--- src/hdl/ovs_pkg.sv ---
// Shared types and constants for the oldest-first victim selector.
`timescale 1ns / 1ps

package ovs_pkg;

    // Store capacity and the widths that follow from it.
    localparam int MAX_ENTRIES = 64;
    localparam int ADDR_W      = $clog2(MAX_ENTRIES);
    localparam int CNT_W       = $clog2(MAX_ENTRIES + 1);

    // Fixed field widths.
    localparam int ID_W     = 64;
    localparam int AGE_W    = 64;
    localparam int NEEDED_W = 7;
    localparam int STATUS_W = 2;
    localparam int KEY_W    = AGE_W + ID_W;

    // Result status codes.
    localparam logic [STATUS_W-1:0] STATUS_VICTIM   = 2'd0;
    localparam logic [STATUS_W-1:0] STATUS_NONE     = 2'd1;
    localparam logic [STATUS_W-1:0] STATUS_OVERFLOW = 2'd2;

    // Input word: one stored entry.
    typedef struct packed {
        logic [ID_W-1:0]     entry_id;
        logic [AGE_W-1:0]    entry_age;
        logic                set_last;
        logic [NEEDED_W-1:0] victims_needed;
    } in_word_t;

    // Output word: one selection result.
    typedef struct packed {
        logic [ID_W-1:0]     victim_id;
        logic [STATUS_W-1:0] status;
        logic                run_last;
    } out_word_t;

    // Entry memory write port.
    typedef struct packed {
        logic              en;
        logic [ADDR_W-1:0] addr;
        logic [KEY_W-1:0]  data;
    } mem_wr_t;

    // Entry memory read port.
    typedef struct packed {
        logic              en;
        logic [ADDR_W-1:0] addr;
    } mem_rd_t;

    // Result request from the controller to the output register.
    typedef struct packed {
        logic      vld;
        out_word_t word;
    } res_req_t;

endpackage

--- src/hdl/ovs_ctrl.sv ---
// Load and selection control: stores entries and scans the store for each victim.
`timescale 1ns / 1ps

module ovs_ctrl
    import ovs_pkg::*;
(
    input  logic             clk,
    input  logic             rst_n,
    input  logic             entry_valid,
    input  in_word_t         entry_word,
    output logic             entry_stall,
    output mem_wr_t          mem_wr,
    output mem_rd_t          mem_rd,
    input  logic [KEY_W-1:0] rd_data,
    output res_req_t         res_req,
    input  logic             res_free
);

    typedef enum logic [3:0] {
        ST_IDLE   = 4'b0001,
        ST_SCAN   = 4'b0010,
        ST_EMIT   = 4'b0100,
        ST_RESULT = 4'b1000
    } state_t;

    state_t              state_reg, state_next;
    logic [CNT_W-1:0]    count_reg;
    logic                ovf_reg;
    logic [NEEDED_W-1:0] needed_reg;
    logic [NEEDED_W-1:0] emit_cnt_reg;
    logic [STATUS_W-1:0] status_reg;
    logic [CNT_W-1:0]    rd_cnt_reg;
    logic                rd_vld_reg;
    logic [ADDR_W-1:0]   rd_idx_reg;
    logic                best_vld_reg;
    logic [KEY_W-1:0]    best_key_reg;
    logic [ADDR_W-1:0]   best_idx_reg;
    logic [MAX_ENTRIES-1:0] taken_reg;

    logic             accept;
    logic             has_room;
    logic [CNT_W-1:0] count_after;
    logic             ovf_now;
    logic             too_few;
    logic             issue;
    logic             scan_done;
    logic             better;
    logic             emit_last;
    logic             run_end;

    // Entries are taken only between runs.
    assign entry_stall = (state_reg != ST_IDLE);
    assign accept      = entry_valid && !entry_stall;

    // Store occupancy after this entry; a full store drops the entry.
    assign has_room    = (count_reg < CNT_W'(MAX_ENTRIES));
    assign count_after = has_room ? (count_reg + CNT_W'(1)) : count_reg;
    assign ovf_now     = ovf_reg || !has_room;
    assign too_few     = (entry_word.victims_needed == '0)
                      || (NEEDED_W'(count_after) < entry_word.victims_needed);

    // Write the arriving entry at the next free slot.
    assign mem_wr.en   = accept && has_room;
    assign mem_wr.addr = count_reg[ADDR_W-1:0];
    assign mem_wr.data = {entry_word.entry_age, entry_word.entry_id};

    // Scan reads every stored slot once per victim. The last write of a set
    // lands before the first scan read, so no forwarding is needed.
    assign issue       = (state_reg == ST_SCAN) && (rd_cnt_reg < count_reg);
    assign mem_rd.en   = issue;
    assign mem_rd.addr = rd_cnt_reg[ADDR_W-1:0];
    assign scan_done   = (state_reg == ST_SCAN) && !issue && !rd_vld_reg;

    // Strict compare keeps the lowest slot among equal keys.
    assign better = rd_vld_reg && !taken_reg[rd_idx_reg]
                 && (!best_vld_reg || (rd_data < best_key_reg));

    assign emit_last = ((emit_cnt_reg + NEEDED_W'(1)) == needed_reg);
    assign run_end   = res_free && (((state_reg == ST_EMIT) && emit_last)
                                  || (state_reg == ST_RESULT));

    // Result request toward the output register.
    always_comb
    begin
        res_req.vld           = (state_reg == ST_EMIT) || (state_reg == ST_RESULT);
        res_req.word.victim_id = '0;
        res_req.word.status   = status_reg;
        res_req.word.run_last = 1'b1;
        if (state_reg == ST_EMIT)
        begin
            res_req.word.victim_id = best_key_reg[ID_W-1:0];
            res_req.word.status    = STATUS_VICTIM;
            res_req.word.run_last  = emit_last;
        end
    end

    // Next state.
    always_comb
    begin
        state_next = state_reg;
        unique case (state_reg)
            ST_IDLE:
            begin
                if (accept && entry_word.set_last)
                begin
                    if (ovf_now || too_few)
                    begin
                        state_next = ST_RESULT;
                    end
                    else
                    begin
                        state_next = ST_SCAN;
                    end
                end
            end
            ST_SCAN:
            begin
                if (scan_done)
                begin
                    state_next = ST_EMIT;
                end
            end
            ST_EMIT:
            begin
                if (res_free)
                begin
                    state_next = emit_last ? ST_IDLE : ST_SCAN;
                end
            end
            ST_RESULT:
            begin
                if (res_free)
                begin
                    state_next = ST_IDLE;
                end
            end
            default:
            begin
                state_next = ST_IDLE;
            end
        endcase
    end

    // Control registers.
    always_ff @(posedge clk or negedge rst_n)
    begin
        if (!rst_n)
        begin
            state_reg    <= ST_IDLE;
            count_reg    <= '0;
            ovf_reg      <= 1'b0;
            emit_cnt_reg <= '0;
            rd_cnt_reg   <= '0;
            rd_vld_reg   <= 1'b0;
            best_vld_reg <= 1'b0;
            taken_reg    <= '0;
        end
        else
        begin
            state_reg  <= state_next;
            rd_vld_reg <= issue;

            // Set loading.
            if (accept)
            begin
                count_reg <= count_after;
                ovf_reg   <= entry_word.set_last ? 1'b0 : ovf_now;
            end
            if (run_end)
            begin
                count_reg <= '0;
            end

            // Start of a run.
            if (accept && entry_word.set_last)
            begin
                emit_cnt_reg <= '0;
                taken_reg    <= '0;
                rd_cnt_reg   <= '0;
                best_vld_reg <= 1'b0;
            end

            // Scan of the store.
            if (issue)
            begin
                rd_cnt_reg <= rd_cnt_reg + CNT_W'(1);
            end
            if (better)
            begin
                best_vld_reg <= 1'b1;
            end

            // Victim handed over: retire it and, if more are needed, rescan.
            if ((state_reg == ST_EMIT) && res_free)
            begin
                taken_reg[best_idx_reg] <= 1'b1;
                emit_cnt_reg            <= emit_cnt_reg + NEEDED_W'(1);
                rd_cnt_reg              <= '0;
                best_vld_reg            <= 1'b0;
            end
        end
    end

    // Payload registers.
    always_ff @(posedge clk)
    begin
        if (accept && entry_word.set_last)
        begin
            needed_reg <= entry_word.victims_needed;
            status_reg <= ovf_now ? STATUS_OVERFLOW : STATUS_NONE;
        end
        rd_idx_reg <= rd_cnt_reg[ADDR_W-1:0];
        if (better)
        begin
            best_key_reg <= rd_data;
            best_idx_reg <= rd_idx_reg;
        end
    end

endmodule

--- config.mk ---
export PLATFORM = sky130hd
export DESIGN_NAME = ovs_ctrl
export DESIGN_NICKNAME = d
export VERILOG_FILES = /design/src/hdl/ovs_pkg.sv /design/src/hdl/ovs_ctrl.sv
export SDC_FILE = /design/constraint.sdc
export NUM_CORES = 1
export LEC_CHECK = 0
export ABC_AREA = 0
export BUFFER_PORTS_ARGS = -buffer_cell sky130_fd_sc_hd__buf_2
export CAP_MARGIN = 20
export CELL_PAD_IN_SITES_DETAIL_PLACEMENT = 1
export CELL_PAD_IN_SITES_GLOBAL_PLACEMENT = 1
export CORE_MARGIN = 8
export CORE_UTILIZATION = 41
export CTS_CLUSTER_DIAMETER = 150
export CTS_CLUSTER_SIZE = 10
export DETAILED_ROUTE_END_ITERATION = 16
export HOLD_SLACK_MARGIN = 0.1
export PLACE_DENSITY = 0.83
export SLEW_MARGIN = 0
export SYNTH_ARGS = -nofsm -noshare
export SYNTH_HDL_FRONTEND = slang
export SYNTH_SLANG_ARGS = --single-unit
export TNS_END_PERCENT = 50
--- constraint.sdc ---
create_clock -name clk -period 19.7 [get_ports clk]
set_input_delay 3.94 -clock clk [delete_from_list [all_inputs] [get_ports clk]]
set_output_delay 3.94 -clock clk [all_outputs]
set_load 0.005 [all_outputs]
==> results of run 1 <==
-- synth_stat cells, types with 10 or more instances --
master | count | share of area, %
a21oi_1 | 59 | 2.2
buf_4 | 141 | 7.7
clkbuf_1 | 19 | 0.52
dfrtp_1 | 91 | 17
edfxtp_1 | 143 | 31
ha_1 | 142 | 13
inv_1 | 150 | 4.1
mux4_2 | 14 | 2.3
nand2_1 | 123 | 3.4
nand3_1 | 28 | 1.0
nand4_1 | 27 | 1.2
nor2_1 | 92 | 2.5
nor2b_1 | 10 | 0.46
nor3_1 | 11 | 0.40
o21ai_0 | 105 | 3.8
xnor2_1 | 13 | 0.83
-- worst max-delay path, delay by kind of cell --
| kind | cells | cell delay, ns |
|---|---|---|
| and+or+nand+nor | 1 | 0.18 |
| buffers and inverters | 2 | 0.23 |
-- power by group through the flow --
| stage | clock (mW) | combinational (mW) | sequential (mW) |
|---|---|---|---|
| after global routing | 0.503 | 0.179 | 0.576 |
| after global placement | 0 | 0.145 | 0.584 |
| after CTS | 0.488 | 0.155 | 0.576 |
| after detailed placement | 0 | 0.153 | 0.586 |
| after floorplan | 0 | 0.125 | 0.579 |
| final | 0.475 | 0.157 | 0.574 |
-- area by class of cell --
type                    instances  share of cell area [%]
diodes                         12                   0.198
clock buffers                  49                    5.15
clock inverters                 2                   0.256
inverters                     150                    3.72
multi-input cells             736                    34.6
flip-flops and latches        241                    44.4
well taps                     448                    3.70
repair buffers                230                    7.97
-- how the worst max path moves through the flow --
| stage | start | slack [ns] | cells past startpoint | to |
|---|---|---|---|---|
| global route | entry_valid | 11.38 | 3 | mem_wr[134] |
| detailed placement | entry_valid | 11.41 | 3 | mem_wr[134] |
| global placement | entry_valid | 11.40 | 3 | mem_wr[134] |
| CTS | entry_valid | 11.40 | 3 | mem_wr[134] |
| floorplan | rd_data[17] | 3.83 | 9 | best_idx_reg[0]$_DFFE_PP_ |
| finish | entry_valid | 11.41 | 3 | mem_wr[134] |
-- layout by cell type (no fill, tap or decap), types with 4 or more instances in the layout --
master,n
buf_2,221
inv_1,150
edfxtp_1,143
ha_1,142
nand2_1,121
o21ai_0,105
nor2_1,92
dfrtp_1,91
a21oi_1,59
nand3_1,28
clkbuf_16,28
nand4_1,27
clkbuf_1,21
mux4_2,14
xnor2_1,13
diode_2,12
nor3_1,11
nor2b_1,10
and3_1,9
xor2_1,9
a21o_1,8
a211oi_1,8
mux2i_1,8
buf_4,7
nor4_1,6
dfxtp_1,6
and2_1,5
mux4_1,5
nand2b_1,4
o21a_1,4
nand3b_1,4
a31oi_1,4
-- stage by stage --
stage | std cells | instance area (µm²) | utilization, % | hold WS [ns] | power, mW
global placement | 1803 | 14200 | 42.9 | 0.454 | 0.729
global route | 1866 | 15100 | 45.6 | 0.476 | 1.26
finish | 1868 | 15100 | 45.6 | 0.456 | 1.21
CTS | 1854 | 15100 | 45.4 | 0.465 | 1.22
detailed placement | 1803 | 14200 | 42.9 | 0.467 | 0.739
floorplan | 1292 | 13700 | - | 0.416 | 0.704
-- per-layer routing --
layer	part of all wire (%)	vias up	routed length [µm]
li1	-	4560	-
met1	40	4874	15700
met2	49	376	19200
met3	9.4	59	3700
met4	2.3	2	921
met5	0.048	-	19
-- logic make-up (layout without fill, tap and decap cells) --
| family | after synthesis | after routing |
|---|---|---|
| adder cells (fa/ha/maj) | 142 | 142 |
| AO/OA/AOI/OAI | 211 | 211 |
| AND/OR/NAND/NOR | 332 | 332 |
| flip-flops | 241 | 241 |
| other | 0 | 12 |
| buffers and inverters | 315 | 431 |
| multiplexers | 29 | 29 |
| XOR/XNOR | 22 | 22 |
==> results.toml, run 1 <==
[run_status]
status = "finished, final reports clean"

[synthesis]
synth_warnings = 0
yosysSeqAreaShare_pct = 49.1
async_flop_share_pct = 38.2
synth-simple-area-share_pct = 11.1
ys.flop_type = "edfxtp_1"
synth_cell_type_count = 58
synth_xor_area_share_pct = 1.41
synth-compound-area-share_pct = 8.69
avgSynthCellArea_um2 = 10.6
synthCells = 1292
syn_nets = 1702
synth.area.mux_share_pct = 4.02
synth_top_family_by_area = "adder cells"
synth_area_um2 = 13700
synthAdderAreaFrac_pct = 13.0
synth-seq-cells = 241
synth_edf_count = 143

[pwr]
seqPwrFrac_pct = 47.6
power_density_nw_per_um2 = 79.7
netSwitchingFraction_pct = 26.2
clockPowerShare_pct = 39.4
power.leakage_nw = 7.04
power.net_switching_uw = 316
ir_drop_mv = 0.0756
comb_power_share_pct = 13.1
p_int_uw = 890

[clock_tree]
numCtsBuffers = 28
clockBufferDepth = 3
ctsRootBufferMaster = "clkbuf_16"
cts_setup_buffers = 0
htreeDepth = 1
cts.sinks = 241
cts_resized = 0
clock_latency_ns = 0.56
clk_transition_reported_paths_ns = 0.06
hold_buffers = 0
cts_tree = "done"

[setup_path]
worstSetupEndpointType = "output pin"
crit_slowest_cell = "and3_1"
reg2reg_slack_ns = 15.73
cp.required_ns = 15.76
startpoint_type = "input pin"
arrival_ns = 4.35
worst_path_most_repeated_cell = "buf_2"
cpPeakStageDelay_ns = 0.18
ff2ff_path_depth = 7
crit_chain = "buf_2 -> and3_1 -> buf_2"
rr_endpoint = "best_key_reg[117]$_DFFE_PP_"
cp_max_fo = 2
r2r-start = "rd_idx_reg[0]$_DFF_P_"
path_class = "in -> out"

[placed_design]
hpwl_um = 29500
port_buffers = 222
globalplace.congestion = 0.801
preCtsSetupSlack_ns = 11.41

[cells_and_area]
drive_above_1_share_pct = 20.2
syn_to_final_growth_pct = 10.7
fillers = 3785
fin_nets = 1797
largest_reg_flops = 128
multi_input_area_um2 = 5240
seqCellArea_um2 = 6720

[detailed_routing]
drc_errors = 0
wirelength_um = 39500
post_drt_wl_per_cell_um = 21.2
drt_iter0_markers = 478
drtPass1Iterations = 5
vias_per_cell = 5.28
antenna_left = 0
vias = 9871

[hold_path]
worstHoldEndpoint = "best_idx_reg[5]$_DFFE_PP_"
hold_path_class = "reg -> reg"
holdCritStartpoint = "rd_idx_reg[5]$_DFF_P_"
worstHoldPathCells = 0

[sta]
rsz0062_at_grt = "no"
drv_slew = 0
hold_violations = 0
clock_skew_ns = 0.0353
period_needed_ns = 8.29
fmax_mhz = 121
post-route-period-util_pct = 42.1
worstMarginPinSlew_ns = 0.998
relSlewSlack_pct = 33.4
setup_viol = 0
setup_slack_ns = 11.41
finalSetupTns_ns = 0

[floorplan]
rows = 67
die_y_um = 199
start_util_pct = 41.2
die-area_um2 = 39500
die_w_um = 199
ios = 479
fp.coreArea_um2 = 33200

[global_routing]
grt_antenna_before_repair = 10
grt_use_met3_pct = 7.90
gr-usage-all-layers_pct = 19.3
grt_max_degree = 84
grt_util_met2_pct = 32.5
grt_first_pass_wirelength_um = 60300
use_met1_pct = 22.4
top_usage_layer = "met2"
grt-ovfl-total = 0
grt_pass1_vias = 10700

[job]
drv_cap = 0
Note: power is estimated with default switching activity, not from simulation.
==> run 2: changes to the inputs <==
Settings changed: CORE_UTILIZATION 41 to 35, PLACE_DENSITY 0.83 to 0.75.
Clock period 19.7 ns to 6.9 ns, I/O delays scaled along.
==> run 2 against run 1 <==
Effect of this change: first-iteration DRC count is 9.8% higher; core utilization shrank 6.4 points; critical path type is now reg -> out; sequential cell count did not move; critical endpoint is now mem_rd[6]; cell count increased by 3.3%; highest routed layer unchanged; count of clock-buffer cells in the layout is the same; worst hold slack better by 0.019 ns; critical path depth is 5 higher; wire length is 2.5% lower.
==> results.toml, run 2 (same netlist as run 1, synthesis figures left out) <==
[detailed_routing]
drt_iter0_markers = 525
vias = 9771
drtPass1Iterations = 4
wl_met2_um = 18300
post_drt_wl_per_cell_um = 20.0
top_layer = "met5"
vias_per_cell = 5.06
wl_met3_um = 3200
wirelength_um = 38600
antenna_left = 0
drc_errors = 0
wl_met1_um = 16200

[cells_and_area]
largest_reg_flops = 128
syn_to_final_growth_pct = 10.9
final_common_cell = "buf_2"
drive_above_1_share_pct = 20.1
final_cell_mix = "buf_2, inv_1, edfxtp_1, ha_1, nand2_1"
fillers = 4350
fin_nets = 1794

[sta]
drv_slew = 0
hold_violations = 0
finalSetupTns_ns = 0
relSlewSlack_pct = 29.0
rsz0062_at_grt = "no"
setup_viol = 0
clock_skew_ns = 0.0148
fmax_mhz = 213
post-route-period-util_pct = 68.1
period_needed_ns = 4.70
worstMarginPinSlew_ns = 1.06

[global_routing]
grt_antenna_before_repair = 5
grt-ovfl-total = 0
grt_pass1_vias = 10700
grt_first_pass_wirelength_um = 60300
grt_max_degree = 128
gr-usage-all-layers_pct = 16.6

[clock_tree]
cts_tree = "done"
clk_transition_reported_paths_ns = 0.06
cts.sinks = 241
hold_buffers = 0
clockBufferDepth = 3
cts_setup_buffers = 0
ctsRootBufferMaster = "clkbuf_16"
cts_resized = 0
clock_latency_ns = 0.56
numCtsBuffers = 28
htreeDepth = 1

[floorplan]
ios = 479
die_y_um = 214
die-area_um2 = 45700
fp.coreArea_um2 = 38600
die_w_um = 214
rows = 72
start_util_pct = 35.4

[setup_path]
crit_slowest_cell = "a211oi_2"
crit_family = "compound AO/OA/AOI/OAI gates"
path_class = "reg -> out"
cp_max_fo = 15
cp_num_buf_inv = 2
arrival_ns = 3.32
worst_path_most_repeated_cell = "a21o_1"
crit_chain = "inv_1 -> ha_1 -> a21o_1 -> a21o_1 -> a21o_1 -> a211o_1 -> a211oi_2 -> buf_2"
worstSetupEndpointType = "output pin"
startpoint_type = "register"
cpPeakStageDelay_ns = 0.87
cp.required_ns = 5.52

[job]
drv_cap = 0

[pwr]
power_density_nw_per_um2 = 227
ir_drop_mv = 0.182
power.leakage_nw = 7.02
total_power_mw = 3.44

[placed_design]
port_buffers = 222
hpwl_um = 29000
globalplace.congestion = 0.806

[hold_path]
hold_path_class = "reg -> reg"

[run_status]
status = "finished, final reports clean"
## run 2: changes by cell type in the layout (fill, tap and decap cells not counted), sizes merged
cell / previous run / this run
diode: 12 / 6
buf: 230 / 227
clkinv: 1 / 3
inv: 151 / 150
## run 2: worst paths after layout
| path | slack [ns] | endpoint | cells past startpoint | startpoint |
|---|---|---|---|---|
| setup / recovery | 2.20 | mem_rd[6] | 8 | count_reg[1]$_DFFE_PN0P_ |
| hold / removal | 0.47 | taken_reg[19]$_DFF_PN0_ | 2 | taken_reg[19]$_DFF_PN0_ |
| setup reg to reg | 2.96 | best_key_reg[112]$_DFFE_PP_ | 7 | rd_idx_reg[0]$_DFF_P_ |
| hold reg to reg | 0.47 | taken_reg[19]$_DFF_PN0_ | 2 | taken_reg[19]$_DFF_PN0_ |
| max in group asynchronous | 4.99 | rd_cnt_reg[4]$_DFFE_PN0P_ | 2 | rst_n |
| min in group asynchronous | 0.82 | rd_cnt_reg[1]$_DFFE_PN0P_ | 1 | rst_n |
## run 2: metrics by stage
stage               instances  instance area (µm²)  util (%)  setup WS [ns]  hold WS, ns
floorplan                1292                13700         -        0.00847        0.416
detailed placement       1872                14300      37.1           2.07        0.463
CTS                      1924                15100      39.2           2.18        0.477
global placement         1872                14300      37.1           2.10        0.454
finish                   1930                15200      39.2           2.20        0.475
global route             1929                15200      39.2           2.05        0.485
## run 2: final cells by class
class / instances / area, µm² / area share, %
clock inverters: 3 / 30.0 / 0.198
inverters: 150 / 563 / 3.71
diodes: 6 / 15.0 / 0.0990
clock buffers: 49 / 779 / 5.14
flip-flops and latches: 241 / 6720 / 44.3
repair buffers: 227 / 1160 / 7.68
multi-input cells: 736 / 5240 / 34.6
well taps: 518 / 648 / 4.27
## run 2: layer usage
metal  GRT usage (%)  vias up
met2            27.3      329
met3            5.66       61
li1                -     4554
met1            20.6     4823
met5            1.72        -
met4            4.25        4
## run 2: worst min-delay path, stage by stage, from the launching register on
cell and delay (ns):
dfrtp_1 0.33, nand2_1 0.05, o21ai_0 0.06
## run 2: where the power goes
group	switching (mW)	total (mW)	internal, mW
clock network	0.598	1.36	0.762
logic	0.260	0.446	0.186
registers	0.0484	1.63	1.58
total	0.907	3.44	2.53
==> run 3: changes to the inputs <==
Clock period 6.9 ns to 3.9 ns, I/O delays scaled along.
==> run 3 against run 2 <==
Effect of this change: critical path depth up 1; sequential power up 78%; first-iteration DRC count down 15%; critical endpoint is now best_key_reg[11]$_DFFE_PP_; largest cell class unchanged; largest power group unchanged.
==> results.toml, run 3 (same netlist as run 1, synthesis figures left out) <==
[detailed_routing]
vias = 9855
drc_errors = 0
drtPass1Iterations = 4
wirelength_um = 39800
vias_per_cell = 5.09
top_layer = "met5"
antenna_left = 0
wl_met1_um = 17000
drt_iter0_markers = 447
wl_met2_um = 18600
wl_met3_um = 3280
post_drt_wl_per_cell_um = 20.5

[hold_path]
hold_path_class = "in -> reg"
holdCritStartpoint = "rd_data[49]"

[pwr]
ir_drop_mv = 0.381
power_density_nw_per_um2 = 397
power.leakage_nw = 7.11
total_power_mw = 6.16

[setup_path]
worstSetupEndpointType = "register"
crit_chain = "mux4_1 -> nor2b_1 -> a211oi_1 -> a21oi_1 -> mux4_2 -> nor2b_2 -> a21boi_4 -> buf_12 -> buf_12"
cp_num_buf_inv = 2
crit_family = "multiplexers"
cp.required_ns = 4.15
critPathCapture = "best_key_reg[11]$_DFFE_PP_"
startpoint_type = "register"
worst-path-stages = 9
path_class = "reg -> reg"
arrival_ns = 3.68
cp-startpoint = "rd_idx_reg[0]$_DFF_P_"
cpPeakStageDelay_ns = 0.65
crit_slowest_cell = "dfxtp_2"
rr_endpoint = "best_key_reg[11]$_DFFE_PP_"
r2r-start = "rd_idx_reg[0]$_DFF_P_"
reg2reg_slack_ns = 0.47
cp_max_fo = 31
ff2ff_path_depth = 9
worst_path_most_repeated_cell = "buf_12"

[floorplan]
die-area_um2 = 45700
ios = 479
rows = 72
start_util_pct = 35.4
fp.coreArea_um2 = 38600
die_w_um = 214
die_y_um = 214

[placed_design]
hpwl_um = 30800
place_area_um2 = 14700
port_buffers = 222
preCtsSetupSlack_ns = 0.0827
globalplace.congestion = 0.808

[cells_and_area]
antenna_cells = 0
final_area_um2 = 15500
largest_reg_flops = 128
syn_to_final_growth_pct = 13.5
fillers = 4354
fin_nets = 1807
final_cell_mix = "buf_2, inv_1, edfxtp_1, ha_1, nand2_1"
drive_above_1_share_pct = 22.0
final_common_cell = "buf_2"

[sta]
fin_hold_ws_ns = 0.412
clock_skew_ns = 0.0192
setup_slack_ns = 0.470
hold_violations = 0
post-route-period-util_pct = 87.9
worstMarginPinSlew_ns = 0.764
relSlewSlack_pct = 49.0
drv_slew = 0
fmax_mhz = 292
finalSetupTns_ns = 0
rsz0062_at_grt = "no"
period_needed_ns = 3.43
setup_viol = 0

[clock_tree]
cts_setup_buffers = 0
cts_resized = 0
cts.sinks = 241
clockBufferDepth = 3
numCtsBuffers = 28
clk_transition_reported_paths_ns = 0.06
htreeDepth = 1
cts_tree = "done"
clock_latency_ns = 0.56
ctsRootBufferMaster = "clkbuf_16"

[global_routing]
grt_pass1_vias = 10700
grt_antenna_before_repair = 0
grt_first_pass_wirelength_um = 61700
gr-usage-all-layers_pct = 17.2
grt_max_degree = 81
grt-ovfl-total = 0

[run_status]
status = "finished, final reports clean"

[job]
drv_cap = 0
[run 3: changes by cell type in the layout (fill, tap and decap cells not counted), moves of 4 or more]
cell     delta
ha_1       -13
ha_4       +13
buf_12      +6
diode_2     -6
buf_4       +5
o21ai_0     -4
o21ai_1     +4
[run 3: worst reg2reg max path: stages, from the launching register on]
cell      delay, ns
dfxtp_2        0.65
mux4_1         0.62
nor2b_1        0.15
a211oi_1       0.24
a21oi_1        0.11
mux4_2         0.51
nor2b_2        0.21
a21boi_4       0.24
buf_12         0.16
buf_12         0.21
[run 3: how the worst min path moves through the flow]
stage	endpoint	slack, ns	depth (start not counted)
2_1_floorplan	best_idx_reg[5]$_DFFE_PP_	0.42	0
3_3_place_gp	taken_reg[12]$_DFF_PN0_	0.46	2
3_5_place_dp	taken_reg[30]$_DFF_PN0_	0.47	2
4_1_cts	best_key_reg[49]$_DFFE_PP_	0.37	1
5_1_grt	best_key_reg[0]$_DFFE_PP_	0.39	1
6_report	best_key_reg[49]$_DFFE_PP_	0.41	1
[run 3: layer usage]
| layer | track usage [%] | up-vias |
|---|---|---|
| li1 | - | 4568 |
| met1 | 21.8 | 4867 |
| met2 | 28.1 | 362 |
| met3 | 5.42 | 54 |
| met4 | 4.59 | 4 |
| met5 | 1.83 | - |
[run 3: metrics by stage]
step / instances / util [%]
CTS: 1935 / 40.1
finish: 1937 / 40.1
global placement: 1883 / 37.9
floorplan: 1292 / -
global route: 1937 / 40.1
detailed placement: 1883 / 37.9
[run 3: report_power, final]
part / total (mW) / leakage (nW) / switching (mW) / internal [mW]
logic: 0.840 / 4.12 / 0.481 / 0.359
clock network: 2.42 / 0.388 / 1.04 / 1.38
registers: 2.90 / 2.60 / 0.101 / 2.80
total: 6.16 / 7.11 / 1.62 / 4.55
[run 3: cell type report]
class                      count  area (µm²)  share of cell area (%)
clock buffer                  51         808                    5.21
clock inverter                 1        8.76                  0.0564
inverter                     150         563                    3.63
multi-input combinational    736        5410                    34.9
sequential                   241        6720                    43.3
tap                          518         648                    4.18
timing repair buffer         240        1360                    8.76
[run 3: repair_timing]
item,4_1_cts,5_1_grt
setup endpoints to repair,0,0
endpoints found under the hold margin,0,8
hold buffers,0,1
